==> src/drff_pkg.sv <==
`timescale 1ns / 1ps
package drff_pkg;

    // Configuration register indexes
    localparam logic CFG_CLIENT_MAC = 1'b0;
    localparam logic CFG_XID        = 1'b1;

    // Frame offsets and lengths in bytes
    localparam int unsigned POS_ETYPE_HI  = 12;
    localparam int unsigned POS_ETYPE_LO  = 13;
    localparam int unsigned POS_IP_VER    = 14;
    localparam int unsigned POS_IP_FIRST  = 15;
    localparam int unsigned POS_IP_PROTO  = 23;
    localparam int unsigned ETH_HDR_LEN   = 14;
    localparam int unsigned UDP_HDR_LEN   = 8;
    localparam int unsigned MIN_FRAME_LEN = 282;
    localparam int unsigned MIN_LEN_BASE  = 262;

    // Offsets inside the DHCP payload
    localparam int unsigned DHCP_XID_LO    = 4;
    localparam int unsigned DHCP_XID_HI    = 8;
    localparam int unsigned DHCP_YIADDR_LO = 16;
    localparam int unsigned DHCP_YIADDR_HI = 20;
    localparam int unsigned DHCP_CHADDR_LO = 28;
    localparam int unsigned DHCP_CHADDR_HI = 34;
    localparam int unsigned DHCP_MAGIC_LO  = 236;
    localparam int unsigned DHCP_OPTS_LO   = 240;

    // Field values
    localparam logic [7:0]  ETYPE_IPV4_HI = 8'h08;
    localparam logic [7:0]  ETYPE_IPV4_LO = 8'h00;
    localparam logic [3:0]  IP_VERSION_4  = 4'd4;
    localparam logic [3:0]  IP_IHL_MIN    = 4'd5;
    localparam logic [7:0]  IP_PROTO_UDP  = 8'd17;
    localparam logic [7:0]  UDP_SPORT_LO  = 8'd67;
    localparam logic [7:0]  UDP_DPORT_LO  = 8'd68;
    localparam logic [7:0]  DHCP_OP_REPLY = 8'd2;
    localparam logic [31:0] DHCP_MAGIC    = 32'h63825363;

    // Option codes
    localparam logic [7:0] OPT_PAD       = 8'd0;
    localparam logic [7:0] OPT_MSG_TYPE  = 8'd53;
    localparam logic [7:0] OPT_SERVER_ID = 8'd54;
    localparam logic [7:0] OPT_END       = 8'd255;
    localparam logic [7:0] OPT_SID_LEN   = 8'd4;

    // Message types
    localparam logic [7:0] MSG_OFFER = 8'd2;
    localparam logic [7:0] MSG_ACK   = 8'd5;

    typedef enum logic [1:0] {
        PH_CODE  = 2'd0,
        PH_LEN   = 2'd1,
        PH_FIRST = 2'd2,
        PH_REST  = 2'd3
    } t_opt_phase;

    typedef struct packed {
        logic [7:0]  type_seen;
        logic [31:0] server_seen;
    } t_opt_view;

endpackage

==> src/drff_opt_walk.sv <==
`timescale 1ns / 1ps
module drff_opt_walk
    import drff_pkg::*;
(
    input  logic       i_clk,
    input  logic       i_rst_n,
    input  logic       i_step,
    input  logic       i_clear,
    input  logic [7:0] i_byte,
    output t_opt_view  o_next
);

    t_opt_phase  r_phase, n_phase;
    logic [7:0]  r_code, n_code;
    logic [7:0]  r_left, n_left;
    logic [31:0] r_pend, n_pend;
    logic [7:0]  r_type, n_type;
    logic [31:0] r_srv, n_srv;
    logic        r_ended, n_ended;
    logic [7:0]  left_dec;

    always_ff @(posedge i_clk) begin
        if (!i_rst_n || i_clear) begin
            r_phase <= PH_CODE;
            r_code  <= '0;
            r_left  <= '0;
            r_pend  <= '0;
            r_type  <= '0;
            r_srv   <= '0;
            r_ended <= 1'b0;
        end else if (i_step) begin
            r_phase <= n_phase;
            r_code  <= n_code;
            r_left  <= n_left;
            r_pend  <= n_pend;
            r_type  <= n_type;
            r_srv   <= n_srv;
            r_ended <= n_ended;
        end
    end

    always_comb begin
        n_phase  = r_phase;
        n_code   = r_code;
        n_left   = r_left;
        n_pend   = r_pend;
        n_type   = r_type;
        n_srv    = r_srv;
        n_ended  = r_ended;
        left_dec = r_left - 8'd1;
        if (!r_ended) begin
            case (r_phase)
                PH_CODE: begin
                    if (i_byte == OPT_END) begin
                        n_ended = 1'b1;
                    end else if (i_byte != OPT_PAD) begin
                        n_code  = i_byte;
                        n_phase = PH_LEN;
                    end
                end
                PH_LEN: begin
                    n_left = i_byte;
                    if (i_byte == 8'd0) begin
                        n_phase = PH_CODE;
                    end else begin
                        // forget codes whose value is not kept
                        if (!(r_code == OPT_MSG_TYPE ||
                              (r_code == OPT_SERVER_ID && i_byte == OPT_SID_LEN))) begin
                            n_code = '0;
                        end
                        n_pend  = '0;
                        n_phase = PH_FIRST;
                    end
                end
                default: begin
                    if (r_code == OPT_MSG_TYPE && r_phase == PH_FIRST) begin
                        n_pend = {24'd0, i_byte};
                    end else if (r_code == OPT_SERVER_ID) begin
                        n_pend = {r_pend[23:0], i_byte};
                    end
                    n_phase = PH_REST;
                    n_left  = left_dec;
                    if (left_dec == 8'd0) begin
                        if (r_code == OPT_MSG_TYPE) begin
                            n_type = n_pend[7:0];
                        end else if (r_code == OPT_SERVER_ID) begin
                            n_srv = n_pend;
                        end
                        n_phase = PH_CODE;
                    end
                end
            endcase
        end
    end

    always_comb begin
        o_next.type_seen   = i_step ? n_type : r_type;
        o_next.server_seen = i_step ? n_srv : r_srv;
    end

endmodule

==> src/dhcp_reply_frame_filter_core.sv <==
`timescale 1ns / 1ps
// DHCP reply frame filter.
// Slave stream: one frame byte per item in s_axis_tdata, s_axis_tlast on the
// final byte. Master stream: one verdict item per frame, sent after the byte
// marked last. m_axis_tuser carries frame_accepted; when it is 0 all of
// m_axis_tdata is 0. Config channel: index 0 writes the client MAC,
// index 1 the transaction id; write only while no frame is in flight.
// Throughput: one byte per clock while s_axis_tready is high; each byte updates
// the header checks and the option walker in the cycle it is accepted. The
// registered verdict appears on the master side the cycle after the last byte.
// A single output register decouples the two sides: s_axis_tready stays high
// while that register is empty or being drained in the same cycle, and drops
// only while a verdict waits on a stalled receiver.
// Bytes past MAX_FRAME are consumed but ignored; the length counts MAX_FRAME.
// Reset clears the frame state, both config registers and the output valid;
// a partial frame at reset is dropped.
module dhcp_reply_frame_filter_core
    import drff_pkg::*;
#(
    parameter int MAX_FRAME = 2048
) (
    input  logic        i_clk,
    input  logic        i_rst_n,
    input  logic        i_s_axis_tvalid,
    output logic        o_s_axis_tready,
    input  logic [7:0]  i_s_axis_tdata,   // [7:0] data_byte
    input  logic        i_s_axis_tlast,   // last_byte
    output logic        o_m_axis_tvalid,
    input  logic        i_m_axis_tready,
    // [7:0] message_type, [8] server_found, [9] server_id_present,
    // [41:10] server_id, [73:42] offered_addr, [79:74] zero
    output logic [79:0] o_m_axis_tdata,
    output logic        o_m_axis_tuser,   // frame_accepted
    input  logic        i_cfg_valid,
    output logic        o_cfg_ready,
    input  logic        i_cfg_index,
    input  logic [47:0] i_cfg_data
);

    localparam int PW = $clog2(MAX_FRAME + 1);
    localparam logic [PW-1:0] POS_MAX = PW'(MAX_FRAME);

    logic [PW-1:0] r_pos, n_pos;
    logic [5:0]    r_hlen, n_hlen;
    logic          r_rej, n_rej;
    logic [31:0]   r_offer, n_offer;
    logic [47:0]   r_mac;
    logic [31:0]   r_xid;

    logic          r_out_valid;
    logic [79:0]   r_out_data;
    logic          r_out_acc;

    logic          in_acc, last_acc, walk_en, verdict_ok;
    logic [7:0]    b;
    logic [6:0]    udp_off, dhcp_off;
    logic [PW-1:0] rel;
    logic [1:0]    sel4;
    logic [2:0]    sel6;
    t_opt_view     opt_next;

    assign b           = i_s_axis_tdata;
    assign o_s_axis_tready = !r_out_valid || i_m_axis_tready;
    assign in_acc      = i_s_axis_tvalid && o_s_axis_tready;
    assign last_acc    = in_acc && i_s_axis_tlast;
    assign o_cfg_ready = 1'b1;

    always_ff @(posedge i_clk) begin
        if (!i_rst_n) begin
            r_mac <= '0;
            r_xid <= '0;
        end else if (i_cfg_valid) begin
            case (i_cfg_index)
                CFG_CLIENT_MAC: r_mac <= i_cfg_data;
                CFG_XID:        r_xid <= i_cfg_data[31:0];
                default:        ;
            endcase
        end
    end

    // Per-byte header checks, offered-address capture and option-walker enable
    always_comb begin
        n_pos    = r_pos;
        n_hlen   = r_hlen;
        n_rej    = r_rej;
        n_offer  = r_offer;
        walk_en  = 1'b0;
        udp_off  = 7'(ETH_HDR_LEN) + {1'b0, r_hlen};
        dhcp_off = udp_off + 7'(UDP_HDR_LEN);
        rel      = '0;
        sel4     = '0;
        sel6     = '0;
        if (r_pos < POS_MAX) begin
            n_pos = r_pos + PW'(1);
            if (r_pos == PW'(POS_ETYPE_HI)) begin
                if (b != ETYPE_IPV4_HI) n_rej = 1'b1;
            end else if (r_pos == PW'(POS_ETYPE_LO)) begin
                if (b != ETYPE_IPV4_LO) n_rej = 1'b1;
            end else if (r_pos == PW'(POS_IP_VER)) begin
                if (b[7:4] != IP_VERSION_4 || b[3:0] < IP_IHL_MIN) n_rej = 1'b1;
                n_hlen = {b[3:0], 2'b00};
            end else if (r_pos >= PW'(POS_IP_FIRST)) begin
                if (r_pos == PW'(POS_IP_PROTO) && b != IP_PROTO_UDP) n_rej = 1'b1;
                if (r_pos >= PW'(udp_off) && r_pos < PW'(dhcp_off)) begin
                    rel = r_pos - PW'(udp_off);
                    case (rel[2:0])
                        3'd0, 3'd2: if (b != 8'd0) n_rej = 1'b1;
                        3'd1:       if (b != UDP_SPORT_LO) n_rej = 1'b1;
                        3'd3:       if (b != UDP_DPORT_LO) n_rej = 1'b1;
                        default:    ;
                    endcase
                end else if (r_pos >= PW'(dhcp_off)) begin
                    rel  = r_pos - PW'(dhcp_off);
                    sel4 = 2'd3 - rel[1:0];
                    sel6 = 3'd5 - (rel[2:0] - 3'd4);
                    if (rel == '0) begin
                        if (b != DHCP_OP_REPLY) n_rej = 1'b1;
                    end else if (rel >= PW'(DHCP_XID_LO) && rel < PW'(DHCP_XID_HI)) begin
                        if (b != r_xid[{sel4, 3'b000} +: 8]) n_rej = 1'b1;
                    end else if (rel >= PW'(DHCP_YIADDR_LO) &&
                                 rel < PW'(DHCP_YIADDR_HI)) begin
                        n_offer = {r_offer[23:0], b};
                    end else if (rel >= PW'(DHCP_CHADDR_LO) &&
                                 rel < PW'(DHCP_CHADDR_HI)) begin
                        if (b != r_mac[{sel6, 3'b000} +: 8]) n_rej = 1'b1;
                    end else if (rel >= PW'(DHCP_MAGIC_LO) &&
                                 rel < PW'(DHCP_OPTS_LO)) begin
                        if (b != DHCP_MAGIC[{sel4, 3'b000} +: 8]) n_rej = 1'b1;
                    end else if (rel >= PW'(DHCP_OPTS_LO)) begin
                        walk_en = 1'b1;
                    end
                end
            end
        end
    end

    drff_opt_walk u_opt_walk (
        .i_clk   (i_clk),
        .i_rst_n (i_rst_n),
        .i_step  (in_acc && walk_en),
        .i_clear (last_acc),
        .i_byte  (b),
        .o_next  (opt_next)
    );

    assign verdict_ok = !n_rej && n_pos >= PW'(MIN_FRAME_LEN) &&
                        n_pos >= PW'(MIN_LEN_BASE) + PW'(n_hlen);

    always_ff @(posedge i_clk) begin
        if (!i_rst_n || last_acc) begin
            r_pos   <= '0;
            r_hlen  <= '0;
            r_rej   <= 1'b0;
            r_offer <= '0;
        end else if (in_acc) begin
            r_pos   <= n_pos;
            r_hlen  <= n_hlen;
            r_rej   <= n_rej;
            r_offer <= n_offer;
        end
    end

    // Hold the verdict until the receiver takes it
    always_ff @(posedge i_clk) begin
        if (!i_rst_n) begin
            r_out_valid <= 1'b0;
        end else if (last_acc) begin
            r_out_valid <= 1'b1;
        end else if (i_m_axis_tready) begin
            r_out_valid <= 1'b0;
        end
    end

    always_ff @(posedge i_clk) begin
        if (last_acc) begin
            r_out_acc <= verdict_ok;
            if (verdict_ok) begin
                r_out_data <= {6'd0, n_offer, opt_next.server_seen,
                               opt_next.server_seen != 32'd0,
                               opt_next.type_seen == MSG_OFFER ||
                               opt_next.type_seen == MSG_ACK,
                               opt_next.type_seen};
            end else begin
                r_out_data <= '0;
            end
        end
    end

    assign o_m_axis_tvalid = r_out_valid;
    assign o_m_axis_tdata  = r_out_data;
    assign o_m_axis_tuser  = r_out_acc;

endmodule

==> config.mk <==
export PLATFORM = sky130hd
export DESIGN_NAME = dhcp_reply_frame_filter_core
export DESIGN_NICKNAME = d
export VERILOG_FILES = /design/src/drff_pkg.sv /design/src/drff_opt_walk.sv /design/src/dhcp_reply_frame_filter_core.sv
export SDC_FILE = /design/constraint.sdc
export NUM_CORES = 1
export LEC_CHECK = 0
export BUFFER_PORTS_ARGS = -buffer_cell sky130_fd_sc_hd__buf_2
export CAP_MARGIN = 20
export CORE_ASPECT_RATIO = 1.5
export CORE_MARGIN = 2
export CORE_UTILIZATION = 35
export CTS_CLUSTER_SIZE = 28
export DETAILED_ROUTE_END_ITERATION = 6
export HOLD_SLACK_MARGIN = 0.06
export SLEW_MARGIN = 15
export SYNTH_ARGS = -nofsm -noshare
export SYNTH_HDL_FRONTEND = slang
export SYNTH_SLANG_ARGS = --single-unit
==> constraint.sdc <==
create_clock -name i_clk -period 11.4 [get_ports i_clk]
set_input_delay 2.28 -clock i_clk [delete_from_list [all_inputs] [get_ports i_clk]]
set_output_delay 2.28 -clock i_clk [all_outputs]
set_load 0.05 [all_outputs]
**After elaboration in Yosys (flattened, before gate mapping)**

Cells that the tools add are included.

- Add/sub/neg operators: 10
- Magnitude comparators: 17
- Eq/ne operators: 28
- Shift operators: 3
- Muxes and demuxes: 83
- Bitwise logic cells: 3
- Reduce and logical (&&, ||, !) cells: 38

Operators with widths:

| kind | count |
|---|---|
| two-way mux 32 bit | 19 |
| two-way mux 8 bit | 9 |
| one-hot mux 32 bit (2 select lines) | 1 |
| indexed part select 48 x 7 -> 8 bit | 1 |
| two-way mux 1 bit | 41 |
| equality test 12 x 4 -> 1 bit, second input constant | 3 |
| one-hot mux 8 bit (2 select lines) | 2 |
| nonzero test 32 bit | 1 |
| indexed part select 32 x 6 -> 8 bit | 1 |
| indexed part select 32 x 6 -> 8 bit, first input constant | 1 |
| greater-or-equal comparator 12 x 5 -> 1 bit, second input constant | 2 |
| greater-or-equal comparator 12 x 7 -> 1 bit | 2 |
| greater-or-equal comparator 12 x 8 -> 1 bit, second input constant | 2 |
| two-way mux 6 bit | 4 |
| != test 8 bit | 3 |
| equality test 8 x 3 -> 1 bit, second input constant | 2 |
| equality test 8 x 6 -> 1 bit, second input constant | 2 |
| logical NOT 8 bit | 2 |
| != test 8 x 7 -> 1 bit, second input constant | 2 |
| logical AND 1 bit | 13 |
| adder 12 x 1 -> 12 bit, second input constant | 1 |
| equality test 12 x 5 -> 1 bit, second input constant | 1 |
| greater-or-equal comparator 12 x 10 -> 1 bit | 1 |
| greater-or-equal comparator 12 x 3 -> 1 bit, second input constant | 1 |
| other kinds (46) | 65 |

- Register bits after elaboration: 304
- Bits of input ports: 63
- Output and inout port bits: 84
- Word-level logic and storage cells: 199

**Longest topological paths before layout**

- Depth after elaboration: 22
- Mapped depth: 21
- Mapped depth without buffers: 16

**By module**

From an unflattened synthesis, not the netlist that was laid out.

- Cell total of the unflattened synthesis: 1632
- Area, all modules: 15320.9 sq um

Modules (own cells, without submodules):

| module | instances | cells each | area an instance (sq um) |
|---|---|---|---|
| dhcp_reply_frame_filter_core | 1 | 1133 | 10941.7 |
| drff_opt_walk | 1 | 499 | 4379.2 |

**Worst setup path after synthesis**

No wires, ideal clock.

- Path kind: input to register
- From: input port i_m_axis_tready
- To: register r_out_data[0] (netlist: o_m_axis_tdata[0]), enable pin
- Library setup time: 0.429 ns
- Arrival: 4.826 ns
- Slack: 6.145 ns
- Stages: 5
- Buffers on the path: 1
- Path through: nand2b_1 -> and2_1 -> clkbuf_1 -> nand2_1 -> inv_1

- Word-level cells in the longest chain between the ends: 3

RTL lines:

| what | RTL line | text |
|---|---|---|
| from (decl) | dhcp_reply_frame_filter_core.sv:29 | `input logic i_m_axis_tready,` |
| logical OR 1 bit | dhcp_reply_frame_filter_core.sv:63 | `assign o_s_axis_tready = !r_out_valid \|\| i_m_axis_tready;` |
| logical AND 1 bit | dhcp_reply_frame_filter_core.sv:64 | `assign in_acc = i_s_axis_tvalid && o_s_axis_tready;` |
| logical AND 1 bit | dhcp_reply_frame_filter_core.sv:65 | `assign last_acc = in_acc && i_s_axis_tlast;` |
| via last_acc | dhcp_reply_frame_filter_core.sv:54 | `logic in_acc, last_acc, walk_en, verdict_ok;` |
| to (signal assigned) | dhcp_reply_frame_filter_core.sv:178 | `r_out_data <= {6'd0, n_offer, opt_next.server_seen,` |
| to (decl) | dhcp_reply_frame_filter_core.sv:51 | `logic [79:0] r_out_data;` |

The timed path passes the listed nets, and every way through them passes these cells.
A chain may end at the register's enable or synchronous reset.

**Final worst setup path**

- From: register r_pos[7]
- To: register r_out_data[51] (netlist: o_m_axis_tdata[51]), data pin

- Word-level cells in the longest chain between the ends: 19

RTL lines:

| what | RTL line | text |
|---|---|---|
| from (decl) | dhcp_reply_frame_filter_core.sv:43 | `logic [PW-1:0] r_pos, n_pos;` |
| from (signal assigned) | dhcp_reply_frame_filter_core.sv:156 | `r_pos <= n_pos;` |
| branches (longest 19 deep; another with subtractor 12 x 7 -> 12 bit) | -- |  |

Several ways; the timed one is not identified.

==> metrics <==
status=finished clean; worst slew pin tran=0.952 ns; layout cell share with drive strength beyond 1=15.6%; clk slew on worst S/H paths=0.06 ns; Synth Register Bits=290; total I/O pin count=147; Reg2Reg Setup Slack=6.12 ns; Avg Cell Area, Syn=9.25 um^2; Pins Over Slew Limit=0; Setup violations, final=0; clk root buf=clkbuf_16; fmax=189 MHz; Synth top area share=30.4%; post-CTS sizing=0; Slew HR=35.6%; CTS Buf Count=29; CTS Sinks=290; Synth Warn #=0; CP endpoint kind=flop; WP buf/inv=1; Synth Instances=1530; Final min period=5.28 ns; row count=90; CP max stage cell=or4_1; CP top delay family=simple AND/OR/NAND/NOR gates; Final Net Count=1705; dpl ws=5.81 ns; count leader, synth=nand2_1; core box area=0.0401 mm^2; Worst EP required=11.69 ns; Synth top cells by count=nand2_1 (280), dfxtp_1 (215), nor2_1 (188); setup TNS=0 ns; port bufs=139; Worst Setup Slack, final=6.12 ns; via/cell ratio=5.25; library cells used by synthesis=77; Post-Syn Area=0.0142 mm^2; RSZ-0062 raised after global routing=false; Power Dens Cells=143 mW/mm^2; leakage power=5.98 nW; RD Place Congestion=0.861; main flop type after synthesis=dfxtp_1; Antenna Nets Post-Route=0; Clk Latency, worst-skew pair=0.57 ns; largest net degree at the start of global routing=84; CP Cell Sequence=or4_1 > nor2_1 > nand3_1 > or4_1 > mux2i_1 > ha_1 > ha_1 > a21oi_1 > o21ai_0 > a31oi_1 > o21ai_0 > a22oi_1 > o31a_1 > a21oi_1 > o21ai_4 > buf_4 > nor2_1; die area=0.0421 mm^2; Remaining DRCs=0; CTS H-tree lvls=1; Area Overhead vs Synth=14.3%; Synth async-reset ratio=0%; CTS tree=yes; vias in the first global route=11000; # diodes=0; Total GRT Usage=17.8%; Post-CTS Setup Inserts=0; HP Class=reg2reg; worst endpoint data arrival time=5.56 ns; clock skew=0.0148 ns; global-route wire length before repair=60200 um; Seq/Total Area, Yosys=46.3%; Pre-antenna DRT Iters=4; EDFF count, synth=75; Yosys top cell by area=dfxtp_1; die width=168 um; Initial DRC Count=803; synth top area cells=dfxtp_1 (30%), edfxtp_1 (16%), nand2_1 (7.4%), mux2i_1 (6.6%), nor2_1 (5.0%); CTS Hold Buffers Added=0; CTS max path bufs=3; hpwl dp=26800 um; GRT Residual Overflow=0; final WL=37800 um; largest fanout on the critical path=74; initial antenna violation count=2; Final period util=46.3%; crit start category=flop; final hold viol count=0; routed vias=11200; Worst VDD drop=119 uV; CP max stage delay=0.76 ns; Vert. Die Dim=250 um; max-cap violations=0; initial core utilization=35.3%; kind of critical path=reg2reg; per-cell routed wire length=17.7 um
final timing paths:
kind | startpoint | end | cells after the start
max | r_pos[7]$_SDFFE_PP0P_ | o_m_axis_tdata[51]$_SDFFCE_PN0P_ | 17
min | r_offer[28]$_SDFFE_PP0P_ | r_offer[28]$_SDFFE_PP0P_ | 2
max reg2reg | r_pos[7]$_SDFFE_PP0P_ | o_m_axis_tdata[51]$_SDFFCE_PN0P_ | 17
min reg2reg | r_offer[28]$_SDFFE_PP0P_ | r_offer[28]$_SDFFE_PP0P_ | 2
worst register-to-register path: stages, from the launching register on:
cell,delay (ns)
dfxtp_1,0.53
or4_1,0.63
nor2_1,0.25
nand3_1,0.15
or4_1,0.76
mux2i_1,0.21
ha_1,0.30
ha_1,0.29
a21oi_1,0.12
o21ai_0,0.12
a31oi_1,0.19
o21ai_0,0.14
a22oi_1,0.21
o31a_1,0.17
a21oi_1,0.07
o21ai_4,0.09
buf_4,0.59
nor2_1,0.18
state kept, by name, summed over array words and instances, names as in the netlist, 12 cells and up:
signal and flops:
o_m_axis_tdata 74, r_mac 48, u_opt_walk.r_srv 32, r_pos 12, r_offer 32, r_xid 32, u_opt_walk.r_pend 24
final cells by class:
class | instances | area (um^2)
Clock inverter | 19 | 240
Multi-Input combinational cell | 1112 | 7040
Timing Repair Buffer | 156 | 851
Fill cell | 4025 | 23900
Inverter | 22 | 82.6
Clock buffer | 35 | 778
Sequential cell | 290 | 6560
Tap cell | 506 | 633
kinds of logic (layout without fill, tap and decap cells):
family                   after synthesis  in the layout  synth area share (%)
XOR/XNOR                              50             50                  3.09
other                                  2              7                0.0531
adder cells (fa/ha/maj)               31             31                  2.79
AND/OR/NAND/NOR                      641            641                  20.7
AO/OA/AOI/OAI                        264            264                  13.1
multiplexers                         119            119                  9.67
buffers and inverters                133            232                  4.32
flip-flops                           290            290                  46.3
power breakdown:
| group | leakage, nW | internal, W | switching [W] |
|---|---|---|---|
| logic | 3.08 | 0.0000561 | 0.000142 |
| registers | 2.40 | 0.00108 | 0.0000114 |
| clock network | 0.500 | 0.000603 | 0.000415 |
| total | 5.98 | 0.00174 | 0.000569 |
per-layer routing:
metal,vias to the layer above,global-route usage [%],share of wire [%]
li1,5490,-,-
met1,5355,21.2,41
met2,312,32.2,50
met3,73,2.39,4.6
met4,4,7.46,3.8
met5,-,0,0.071
per-stage QoR:
stage	total power (W)	instances	hold slack (ns)	utilization [%]	cell area, um^2
global route	0.00239	2140	0.469	40.4	16200
CTS	0.00233	2139	0.452	40.3	16200
detailed placement	0.00131	2085	0.443	37.8	15100
floorplan	0.00125	1535	0.432	-	14200
global placement	0.00131	2084	0.438	37.7	15100
finish	0.00231	2140	0.449	40.4	16200
placed cells by master (no fill, tap or decap), types with 7 or more instances in the layout:
master / n
mux4_2: 13
a22o_1: 26
buf_4: 15
buf_2: 139
conb_1: 7
ha_1: 30
mux2_2: 12
edfxtp_1: 75
a21boi_0: 82
a211oi_1: 7
nor4_1: 26
mux2i_1: 94
nor2b_1: 7
xor2_1: 31
dfxtp_1: 215
xnor2_1: 19
nor2_1: 187
o21ai_0: 26
clkbuf_16: 29
nand3_1: 20
a31oi_1: 7
nand2_1: 279
nor3_1: 23
and2_1: 16
nand2b_1: 15
nand4_1: 7
inv_1: 20
a21oi_1: 61
No activity file was read; power rests on OpenSTA's default activity.
